**config.mk**
```make
export PLATFORM = sky130hd
export DESIGN_NAME = double_ended_queue
export DESIGN_NICKNAME = d
export VERILOG_FILES = /design/src/hw/rtl/deq_pkg.sv /design/src/hw/rtl/deq_datapath.sv /design/src/hw/rtl/deq_ctrl.sv /design/src/hw/rtl/double_ended_queue.sv
export SDC_FILE = /design/constraint.sdc
export NUM_CORES = 1
export LEC_CHECK = 0
export BUFFER_PORTS_ARGS = -buffer_cell sky130_fd_sc_hd__buf_2
export CORE_MARGIN = 5
export CORE_UTILIZATION = 50
export DETAILED_ROUTE_END_ITERATION = 16
export PLACE_DENSITY = 0.66
export SYNTH_ARGS = -nofsm -noshare
export SYNTH_HDL_FRONTEND = slang
export SYNTH_SLANG_ARGS = --single-unit
```
**constraint.sdc**
```tcl
create_clock -name clk -period 20.1 [get_ports clk]
set_input_delay 3.015 -clock clk [delete_from_list [all_inputs] [get_ports clk]]
set_output_delay 3.015 -clock clk [all_outputs]
set_load 0.05 [all_outputs]
```
**src/hw/rtl/deq_pkg.sv**
```systemverilog
package deq_pkg;

    localparam int DEPTH     = 16;
    localparam int WORD_BITS = 32;
    localparam int ADDR_BITS = (DEPTH > 1) ? $clog2(DEPTH) : 1;
    localparam int FILL_BITS = $clog2(DEPTH + 1);

    localparam logic [ADDR_BITS:0]   DEPTH_W   = (ADDR_BITS + 1)'(DEPTH);
    localparam logic [ADDR_BITS-1:0] LAST_IDX  = ADDR_BITS'(DEPTH - 1);
    localparam logic [FILL_BITS-1:0] FULL_FILL = FILL_BITS'(DEPTH);

    typedef enum logic [2:0] {
        FN_PUSH_FRONT = 3'd0,
        FN_POP_FRONT  = 3'd1,
        FN_PUSH_BACK  = 3'd2,
        FN_POP_BACK   = 3'd3,
        FN_LIST       = 3'd4
    } deq_func_t;

    typedef enum logic [1:0] {
        ST_OK    = 2'd0,
        ST_EMPTY = 2'd1,
        ST_FULL  = 2'd2
    } deq_status_t;

    typedef enum logic [1:0] {
        RD_FRONT,
        RD_BACK,
        RD_LIST
    } deq_rd_t;

    typedef struct packed {
        deq_func_t   op;
        logic        do_op;
        logic        rd_en;
        deq_rd_t     rd_sel;
        logic        load_out;
        logic        word_mem;
        deq_status_t status;
        logic        last_list;
        logic        list_start;
        logic        list_step;
    } deq_cmd_t;

    typedef struct packed {
        logic out_free;
        logic empty;
        logic full;
        logic list_last;
    } deq_stat_t;

    // a, b below DEPTH, so one conditional subtract wraps the sum
    function automatic logic [ADDR_BITS-1:0] ring_add(
        input logic [ADDR_BITS-1:0] a,
        input logic [ADDR_BITS-1:0] b
    );
        logic [ADDR_BITS:0] sum;
        sum = {1'b0, a} + {1'b0, b};
        if (sum >= DEPTH_W)
        begin
            sum = sum - DEPTH_W;
        end
        return sum[ADDR_BITS-1:0];
    endfunction

endpackage

```
**src/hw/rtl/deq_datapath.sv**
```systemverilog
module deq_datapath
    import deq_pkg::*;
(
    input  logic                        clk,
    input  logic                        rst_n,
    input  deq_cmd_t                    cmd,
    output deq_stat_t                   stat,
    input  logic signed [WORD_BITS-1:0] value,
    input  logic                        out_stall,
    output logic                        out_valid,
    output logic signed [WORD_BITS-1:0] word,
    output logic [1:0]                  status,
    output logic [FILL_BITS-1:0]        fill,
    output logic                        last
);

    logic signed [WORD_BITS-1:0] mem [DEPTH];

    logic [ADDR_BITS-1:0]        head_reg, head_next;
    logic [FILL_BITS-1:0]        occ_reg, occ_next;
    logic [ADDR_BITS-1:0]        k_reg, k_next;
    logic signed [WORD_BITS-1:0] rd_data_reg;
    logic                        out_valid_reg, out_valid_next;
    logic signed [WORD_BITS-1:0] word_reg;
    deq_status_t                 status_reg;
    logic [FILL_BITS-1:0]        fill_reg;
    logic                        last_reg;

    logic [FILL_BITS-1:0] occ_m1;
    logic [ADDR_BITS-1:0] head_m1;
    logic [ADDR_BITS-1:0] head_p1;
    logic [ADDR_BITS-1:0] back_idx;
    logic [ADDR_BITS-1:0] tail_idx;
    logic [ADDR_BITS-1:0] list_idx;
    logic [ADDR_BITS-1:0] rd_addr;
    logic [ADDR_BITS-1:0] wr_addr;
    logic                 wr_en;

    assign occ_m1   = occ_reg - FILL_BITS'(1);
    assign head_m1  = (head_reg == '0) ? LAST_IDX : head_reg - ADDR_BITS'(1);
    assign head_p1  = (head_reg == LAST_IDX) ? '0 : head_reg + ADDR_BITS'(1);
    assign back_idx = ring_add(head_reg, occ_m1[ADDR_BITS-1:0]);
    assign tail_idx = ring_add(head_reg, occ_reg[ADDR_BITS-1:0]);
    assign list_idx = ring_add(head_reg, k_reg);

    assign stat.out_free  = !out_valid_reg || !out_stall;
    assign stat.empty     = (occ_reg == '0);
    assign stat.full      = (occ_reg == FULL_FILL);
    assign stat.list_last = ((FILL_BITS'(k_reg) + FILL_BITS'(1)) == occ_reg);

    always_comb
    begin
        head_next = head_reg;
        occ_next  = occ_reg;
        wr_en     = 1'b0;
        wr_addr   = tail_idx;
        if (cmd.do_op)
        begin
            unique case (cmd.op)
                FN_PUSH_FRONT:
                begin
                    head_next = head_m1;
                    occ_next  = occ_reg + FILL_BITS'(1);
                    wr_en     = 1'b1;
                    wr_addr   = head_m1;
                end
                FN_PUSH_BACK:
                begin
                    occ_next = occ_reg + FILL_BITS'(1);
                    wr_en    = 1'b1;
                    wr_addr  = tail_idx;
                end
                FN_POP_FRONT:
                begin
                    head_next = head_p1;
                    occ_next  = occ_m1;
                end
                FN_POP_BACK:
                begin
                    occ_next = occ_m1;
                end
                default:
                begin
                end
            endcase
        end
    end

    always_comb
    begin
        unique case (cmd.rd_sel)
            RD_FRONT: rd_addr = head_reg;
            RD_BACK:  rd_addr = back_idx;
            RD_LIST:  rd_addr = list_idx;
            default:  rd_addr = head_reg;
        endcase
    end

    always_comb
    begin
        priority if (cmd.list_start)
        begin
            k_next = '0;
        end
        else if (cmd.list_step)
        begin
            k_next = k_reg + ADDR_BITS'(1);
        end
        else
        begin
            k_next = k_reg;
        end
    end

    always_comb
    begin
        priority if (cmd.load_out)
        begin
            out_valid_next = 1'b1;
        end
        else if (out_stall)
        begin
            out_valid_next = out_valid_reg;
        end
        else
        begin
            out_valid_next = 1'b0;
        end
    end

    always_ff @(posedge clk)
    begin
        if (wr_en)
        begin
            mem[wr_addr] <= value;
        end
        if (cmd.rd_en)
        begin
            rd_data_reg <= mem[rd_addr];
        end
    end

    always_ff @(posedge clk or negedge rst_n)
    begin
        if (!rst_n)
        begin
            head_reg      <= '0;
            occ_reg       <= '0;
            k_reg         <= '0;
            out_valid_reg <= 1'b0;
        end
        else
        begin
            head_reg      <= head_next;
            occ_reg       <= occ_next;
            k_reg         <= k_next;
            out_valid_reg <= out_valid_next;
        end
    end

    // fill reports occupancy after the operation
    always_ff @(posedge clk)
    begin
        if (cmd.load_out)
        begin
            word_reg   <= cmd.word_mem ? rd_data_reg : '0;
            status_reg <= cmd.status;
            fill_reg   <= occ_next;
            last_reg   <= cmd.last_list ? stat.list_last : 1'b1;
        end
    end

    assign out_valid = out_valid_reg;
    assign word      = word_reg;
    assign status    = status_reg;
    assign fill      = fill_reg;
    assign last      = last_reg;

endmodule

```
**src/hw/rtl/deq_ctrl.sv**
```systemverilog
module deq_ctrl
    import deq_pkg::*;
(
    input  logic       clk,
    input  logic       rst_n,
    input  logic       in_valid,
    output logic       in_stall,
    input  logic [2:0] func,
    input  deq_stat_t  stat,
    output deq_cmd_t   cmd
);

    typedef enum logic [1:0] {
        S_IDLE,
        S_POP,
        S_LIST_RD,
        S_LIST_OUT
    } state_t;

    state_t    state_reg, state_next;
    deq_func_t fn;
    logic      accept;

    assign fn       = deq_func_t'(func);
    assign in_stall = !((state_reg == S_IDLE) && stat.out_free);
    assign accept   = in_valid && !in_stall;

    always_comb
    begin
        state_next     = state_reg;
        cmd.op         = fn;
        cmd.do_op      = 1'b0;
        cmd.rd_en      = 1'b0;
        cmd.rd_sel     = RD_FRONT;
        cmd.load_out   = 1'b0;
        cmd.word_mem   = 1'b0;
        cmd.status     = ST_OK;
        cmd.last_list  = 1'b0;
        cmd.list_start = 1'b0;
        cmd.list_step  = 1'b0;

        unique case (state_reg)
            S_IDLE:
            begin
                if (accept)
                begin
                    unique case (fn)
                        FN_PUSH_FRONT, FN_PUSH_BACK:
                        begin
                            cmd.load_out = 1'b1;
                            if (stat.full)
                            begin
                                cmd.status = ST_FULL;
                            end
                            else
                            begin
                                cmd.do_op = 1'b1;
                            end
                        end
                        FN_POP_FRONT, FN_POP_BACK:
                        begin
                            if (stat.empty)
                            begin
                                cmd.load_out = 1'b1;
                                cmd.status   = ST_EMPTY;
                            end
                            else
                            begin
                                // read the old end, pointers move in the same edge
                                cmd.do_op  = 1'b1;
                                cmd.rd_en  = 1'b1;
                                cmd.rd_sel = (fn == FN_POP_FRONT) ? RD_FRONT : RD_BACK;
                                state_next = S_POP;
                            end
                        end
                        FN_LIST:
                        begin
                            if (stat.empty)
                            begin
                                cmd.load_out = 1'b1;
                                cmd.status   = ST_EMPTY;
                            end
                            else
                            begin
                                cmd.list_start = 1'b1;
                                state_next     = S_LIST_RD;
                            end
                        end
                        default:
                        begin
                        end
                    endcase
                end
            end
            S_POP:
            begin
                // output register was freed at accept
                cmd.load_out = 1'b1;
                cmd.word_mem = 1'b1;
                state_next   = S_IDLE;
            end
            S_LIST_RD:
            begin
                cmd.rd_en  = 1'b1;
                cmd.rd_sel = RD_LIST;
                state_next = S_LIST_OUT;
            end
            S_LIST_OUT:
            begin
                if (stat.out_free)
                begin
                    cmd.load_out  = 1'b1;
                    cmd.word_mem  = 1'b1;
                    cmd.last_list = 1'b1;
                    cmd.list_step = 1'b1;
                    state_next    = stat.list_last ? S_IDLE : S_LIST_RD;
                end
            end
            default:
            begin
                state_next = S_IDLE;
            end
        endcase
    end

    always_ff @(posedge clk or negedge rst_n)
    begin
        if (!rst_n)
        begin
            state_reg <= S_IDLE;
        end
        else
        begin
            state_reg <= state_next;
        end
    end

endmodule

```
**src/hw/rtl/double_ended_queue.sv**
```systemverilog
// Double-ended queue of signed words on a ring buffer of DEPTH entries.
// Input channel (in_valid/in_stall): func selects push front, pop front,
// push back, pop back or list; value is the word to push.
// Output channel (out_valid/out_stall): word, status (ok/empty/full),
// fill (words stored after the operation) and last (final result of the
// input transaction).
// Push, failed pop and list on an empty deque: result in the cycle after
// accept; the next input is taken as soon as that result is taken.
// Pop: the ring memory read is registered, then the output register is
// loaded; the input stalls meanwhile, so one pop finishes before the next.
// List: one result per stored word, front to back, each by a memory read,
// then an output load; the input stalls for the whole list.
// Unused func codes are accepted and give no result.
// A stalled result holds on the outputs, and no new input is taken until
// the output register is free or being emptied.
// Reset empties the deque at once; no clearing pass, stored words are
// only read after they were pushed.
module double_ended_queue
    import deq_pkg::*;
(
    input  logic                        clk,
    input  logic                        rst_n,
    input  logic                        in_valid,
    output logic                        in_stall,
    input  logic [2:0]                  func,
    input  logic signed [WORD_BITS-1:0] value,
    output logic                        out_valid,
    input  logic                        out_stall,
    output logic signed [WORD_BITS-1:0] word,
    output logic [1:0]                  status,
    output logic [FILL_BITS-1:0]        fill,
    output logic                        last
);

    deq_cmd_t  cmd;
    deq_stat_t stat;

    deq_ctrl u_ctrl (
        .clk      (clk),
        .rst_n    (rst_n),
        .in_valid (in_valid),
        .in_stall (in_stall),
        .func     (func),
        .stat     (stat),
        .cmd      (cmd)
    );

    deq_datapath u_datapath (
        .clk       (clk),
        .rst_n     (rst_n),
        .cmd       (cmd),
        .stat      (stat),
        .value     (value),
        .out_stall (out_stall),
        .out_valid (out_valid),
        .word      (word),
        .status    (status),
        .fill      (fill),
        .last      (last)
    );

endmodule

```
==> results.json, run 1 <==
{
  "timing.hold.ws_ns": 0.546,
  "grt_max_degree": 99,
  "yosys_register_bits": 600,
  "synth_top_area_cell": "edfxtp_1",
  "ys_top_cells_by_area": "edfxtp_1 74%, a221oi_1 4.7%, a21oi_1 4.4%, nand2_1 3.4%, mux2i_1 2.8%",
  "max_freq_mhz": 137,
  "wire_per_inst_microns": 24.8,
  "gp_congestion": 0.801,
  "worst_pin_slew_ns": 1.12,
  "dp_hpwl_microns": 27400,
  "async_flop_share_pct": 2.67,
  "dieArea_sq_mm": 0.0519,
  "hold_buffers": 0,
  "placement_rows": 79,
  "crit_fanout": 76,
  "synth_fp_nets": 1607,
  "ff2ff_setup_slack_ns": 14.55,
  "drcViolationCount": 0,
  "io_pins": 81,
  "hold_path.class": "reg -> reg",
  "largest_register_ffs": 512,
  "rsz0062_at_grt": "no",
  "skew_ns": 0.0155,
  "grt_antenna_before_repair": 4,
  "drive_gt1_share_pct": 13.7,
  "overflow": 0,
  "setup_ws_ns": 12.79,
  "syn_avg_cell_area_sq_um": 15.3,
  "fillCellCount": 3601,
  "fin_tns_setup_ns": 0,
  "drtIter0Drc": 1621,
  "p_leak_nw": 9.12,
  "coreArea_sq_mm": 0.0468,
  "cts.sinks": 600,
  "port_buffers": 80,
  "worstPathArrival_ns": 7.64,
  "die_x_microns": 228,
  "finalHoldViolCount": 0,
  "area_growth_pct": 12.4,
  "antenna_left": 0,
  "vias": 14063,
  "clk_pin_slew_ns": 0.06,
  "grt_pass1_wl_microns": 84700,
  "post-route-period-util_pct": 36.4,
  "grt_pass1_vias": 13909,
  "cts_root_buffer": "clkbuf_16",
  "pwr_density_cell_mw_per_mm2": 179,
  "clockBufferDepth": 3,
  "syn_inst": 1553,
  "place_ws_ns": 12.14,
  "via_per_inst": 6.19,
  "postCtsResizedCells": 0,
  "status": "complete, no violations",
  "yosysMostFrequentCell": "edfxtp_1",
  "synth_area_sq_mm": 0.0237,
  "die_h_microns": 228,
  "final_util_pct": 57.0,
  "cts_made_buffers": 59,
  "cap_violations": 0,
  "synth_top_area_share_pct": 74.0,
  "cts_tree": "built",
  "drv_slew": 0,
  "yosys_warnings": 0,
  "critPathLaunchType": "primary input",
  "synth-edff-count": 584,
  "clock_latency_ns": 0.61,
  "synth_common_cells": "584 x edfxtp_1, 214 x nand2_1, 209 x a21oi_1",
  "grt_use_total_pct": 21.1,
  "post_cts_buffers": 0,
  "slew_headroom_pct": 25.2,
  "postRouteWirelength_microns": 56400,
  "cp.required_ns": 20.43,
  "endpoint_kind": "register",
  "finalPower_mw": 4.77,
  "finalCriticalPeriod_ns": 7.31,
  "htreeDepth": 2,
  "drt-pass1-iter-count": 5,
  "setup_viol": 0,
  "ys_types": 51,
  "yosysSeqAreaShare_pct": 75.7,
  "path_class": "in -> reg",
  "start_util_pct": 50.7,
  "peakVddDrop_mv": 0.206,
  "synth-main-ff-cell": "edfxtp_1",
  "final_nets": 1668
}
critical path: stages:
cell and delay (ns):
buf_2 0.12, a211o_1 0.30, o41a_1 0.57, nand2_1 0.19, and2_4 0.85, buf_4 0.76, buf_4 0.82, mux2i_1 0.29
a221oi_1 0.11, or4_1 0.55
cells in the final DEF (no fill, tap or decap), drive strengths merged, types with 4 or more instances in the layout:
| cell type | instances |
|---|---|
| diode | 4 |
| nor3 | 15 |
| o21ai | 15 |
| inv | 10 |
| ha | 13 |
| nor2 | 22 |
| xor2 | 7 |
| a21oi | 209 |
| mux2i | 67 |
| or4 | 34 |
| a221oi | 128 |
| and3 | 42 |
| clkinv | 24 |
| bufinv | 10 |
| edfxtp | 584 |
| dfrtp | 16 |
| buf | 111 |
| nand2b | 6 |
| nand2 | 214 |
| xnor2 | 11 |
| clkbuf | 73 |
| a31oi | 5 |
logic make-up after synthesis:
kind of cell             count (synthesis)  share of synthesized area (%)
AO/OA/AOI/OAI                          375                           10.4
flip-flops                             600                           75.7
buffers and inverters                  120                           2.31
AND/OR/NAND/NOR                        357                           7.20
adder cells (fa/ha/maj)                 15                          0.855
multiplexers                            68                           2.88
XOR/XNOR                                18                          0.665
worst paths after layout:
| kind | from | end | cells after the start |
|---|---|---|---|
| worst max-delay path | out_stall | u_datapath.rd_data_reg[7] | 10 |
| worst min-delay path | u_datapath.rd_data_reg[3] | u_datapath.word[3] | 1 |
| worst max register to register | u_datapath.occ_reg[0] | u_datapath.rd_data_reg[7] | 11 |
| worst min register to register | u_datapath.rd_data_reg[3] | u_datapath.word[3] | 1 |
| max in group asynchronous | rst_n | u_datapath.k_reg[0] | 1 |
| min in group asynchronous | rst_n | u_datapath.head_reg[3] | 1 |
cell type report:
| class | instances | area (sq um) | area share (%) |
|---|---|---|---|
| flip-flops and latches | 600 | 17900 | 67.3 |
| multi-input cells | 833 | 5320 | 20.0 |
| inverters | 9 | 33.8 | 0.127 |
| clock inverters | 36 | 420 | 1.58 |
| diodes | 4 | 10.0 | 0.0376 |
| clock buffers | 73 | 1530 | 5.74 |
| well taps | 607 | 759 | 2.85 |
| repair buffers | 111 | 633 | 2.38 |
report_power, final:
group	switching [mW]	leakage, nW	internal [mW]	total [mW]
clock	0.452	0.953	0.664	1.12
combinational	1.41	2.69	0.616	2.03
sequential	0.0649	5.48	1.56	1.62
per-layer routing:
layer | part of all wire (%) | vias to the layer above | wire, microns | track usage, %
met5 | 0.18 | - | 104 | 1.19
li1 | - | 6230 | - | -
met2 | 47 | 568 | 26700 | 34.0
met4 | 3.1 | 4 | 1750 | 7.49
met3 | 6.8 | 118 | 3860 | 3.22
met1 | 43 | 7143 | 24000 | 29.6
stage by stage:
stage / instance area [sq um] / std cells
floorplan: 23700 / 1553
global placement: 24700 / 2160
detailed placement: 24700 / 2160
CTS: 26600 / 2269
global route: 26600 / 2271
finish: 26600 / 2273
Power figures use the tool's default switching activity.
==> run 2: changes to the inputs <==
Clock period 20.1 ns to 7.5 ns, I/O delays scaled along.
==> results.json, run 2 (synthesized netlist as in run 1, its figures left out) <==
{
  "status": "complete, no violations",
  "grt_max_degree": 99,
  "area_growth_pct": 12.1,
  "finalCriticalPeriod_ns": 4.66,
  "cts_tree": "built",
  "gp_congestion": 0.825,
  "io_pins": 81,
  "cts_made_buffers": 57,
  "clockBufferDepth": 3,
  "via_per_inst": 6.05,
  "worst_pin_slew_ns": 1.17,
  "slew_headroom_pct": 21.9,
  "drt-pass1-iter-count": 5,
  "post_cts_buffers": 0,
  "die_h_microns": 228,
  "peakVddDrop_mv": 0.506,
  "dieArea_sq_mm": 0.0519,
  "overflow": 0,
  "final_nets": 1665,
  "start_util_pct": 50.7,
  "vias": 13724,
  "seqPwrFrac_pct": 34.2,
  "ff2ff_setup_slack_ns": 2.84,
  "finalHoldViolCount": 0,
  "postCtsResizedCells": 0,
  "cts_root_buffer": "clkbuf_16",
  "postRouteWirelength_microns": 54500,
  "grt_antenna_before_repair": 2,
  "worstPathArrival_ns": 4.99,
  "p_leak_nw": 9.08,
  "clock_latency_ns": 0.60,
  "internal_power_mw": 7.50,
  "grt_use_total_pct": 20.4,
  "dp_hpwl_microns": 27900,
  "fin_tns_setup_ns": 0,
  "setup_ws_ns": 2.84,
  "cts.sinks": 600,
  "grt_pass1_wl_microns": 82900,
  "antenna_left": 0,
  "port_buffers": 80,
  "endpoint_kind": "register",
  "p_switching_mw": 5.17,
  "wire_per_inst_microns": 24.0,
  "setup_viol": 0,
  "rsz0062_at_grt": "no",
  "rr_worst_depth": 11,
  "path_class": "reg -> reg",
  "drv_slew": 0,
  "power_frac_clock_pct": 22.5,
  "drcViolationCount": 0,
  "post-route-period-util_pct": 62.1,
  "htreeDepth": 2,
  "mostFrequentLayoutCells": "584 x edfxtp_1, 213 x nand2_1, 209 x a21oi_1",
  "drtIter0Drc": 1258,
  "grt_pass1_vias": 13630,
  "pwr-share-comb_pct": 43.3,
  "p_sw_share_pct": 40.8,
  "die_x_microns": 228,
  "coreArea_sq_mm": 0.0468,
  "clk_pin_slew_ns": 0.07,
  "max_freq_mhz": 215,
  "final_common_cell": "edfxtp_1",
  "pwr_density_cell_mw_per_mm2": 477,
  "hold_path.class": "in -> async",
  "drive_gt1_share_pct": 13.7,
  "critPathLaunchType": "register",
  "fillCellCount": 3628,
  "cap_violations": 0,
  "crit_fanout": 74,
  "hold_buffers": 0,
  "placement_rows": 79,
  "largest_register_ffs": 512,
  "skew_ns": 0.0124,
  "place_ws_ns": 2.65,
  "cp.required_ns": 7.84
}
==> run 2: routing by layer <==
layer / wire [microns] / vias to the layer above / GRT usage, %
met5: 13 / - / 0
met4: 1030 / 2 / 5.58
met3: 3890 / 83 / 3.55
met2: 26600 / 492 / 33.7
met1: 22900 / 6944 / 28.4
li1: - / 6203 / -
==> run 2: path summary, 6_finish.rpt <==
check,from,endpoint
max in group asynchronous,rst_n,u_datapath.head_reg[3]
min reg2reg,u_datapath.rd_data_reg[3],u_datapath.word[3]
max,u_ctrl.state_reg[0],u_datapath.rd_data_reg[1]
min in group clk,u_datapath.rd_data_reg[3],u_datapath.word[3]
max reg2reg,u_ctrl.state_reg[0],u_datapath.rd_data_reg[1]
min,rst_n,u_datapath.occ_reg[3]
==> run 2: layout make-up <==
class | count | area [sq um] | area share [%]
antenna | 2 | 5.00 | 0.0188
sequential | 600 | 17900 | 67.5
clock inverter | 40 | 348 | 1.31
timing repair buffer | 110 | 663 | 2.50
multi-input combinational | 833 | 5320 | 20.0
inverter | 9 | 33.8 | 0.127
clock buffer | 67 | 1510 | 5.67
tap | 607 | 759 | 2.86
==> run 2: critical path: stages, from the launching register on <==
cell and delay [ns]:
dfrtp_1 0.33, buf_4 0.46, nand2b_1 0.37, nor2_1 0.08, a21oi_1 0.12, ha_1 0.18
inv_1 0.06, fa_1 0.61, o21a_4 0.74, buf_4 0.61, a221oi_1 0.20, or4_1 0.54
==> run 2: stage by stage <==
stage | power [mW] | cells | hold WS, ns | utilization (%) | area, sq um
2_1_floorplan | 8.43 | 1553 | 0.528 | - | 23700
3_3_place_gp | 9.73 | 2159 | 0.534 | 52.9 | 24700
3_5_place_dp | 9.87 | 2159 | 0.538 | 52.9 | 24700
4_1_cts | 12.7 | 2266 | 0.428 | 56.8 | 26600
5_1_grt | 13.4 | 2266 | 0.458 | 56.8 | 26600
6_report | 12.7 | 2268 | 0.446 | 56.8 | 26600
==> run 2: power groups by stage <==
stage,clock network [mW],logic [mW],registers (mW)
3_5_place_dp,0,5.48,4.40
4_1_cts,2.89,5.50,4.33
6_report,2.85,5.49,4.33
5_1_grt,3.04,5.99,4.36
2_1_floorplan,0,3.72,4.72
3_3_place_gp,0,5.34,4.39
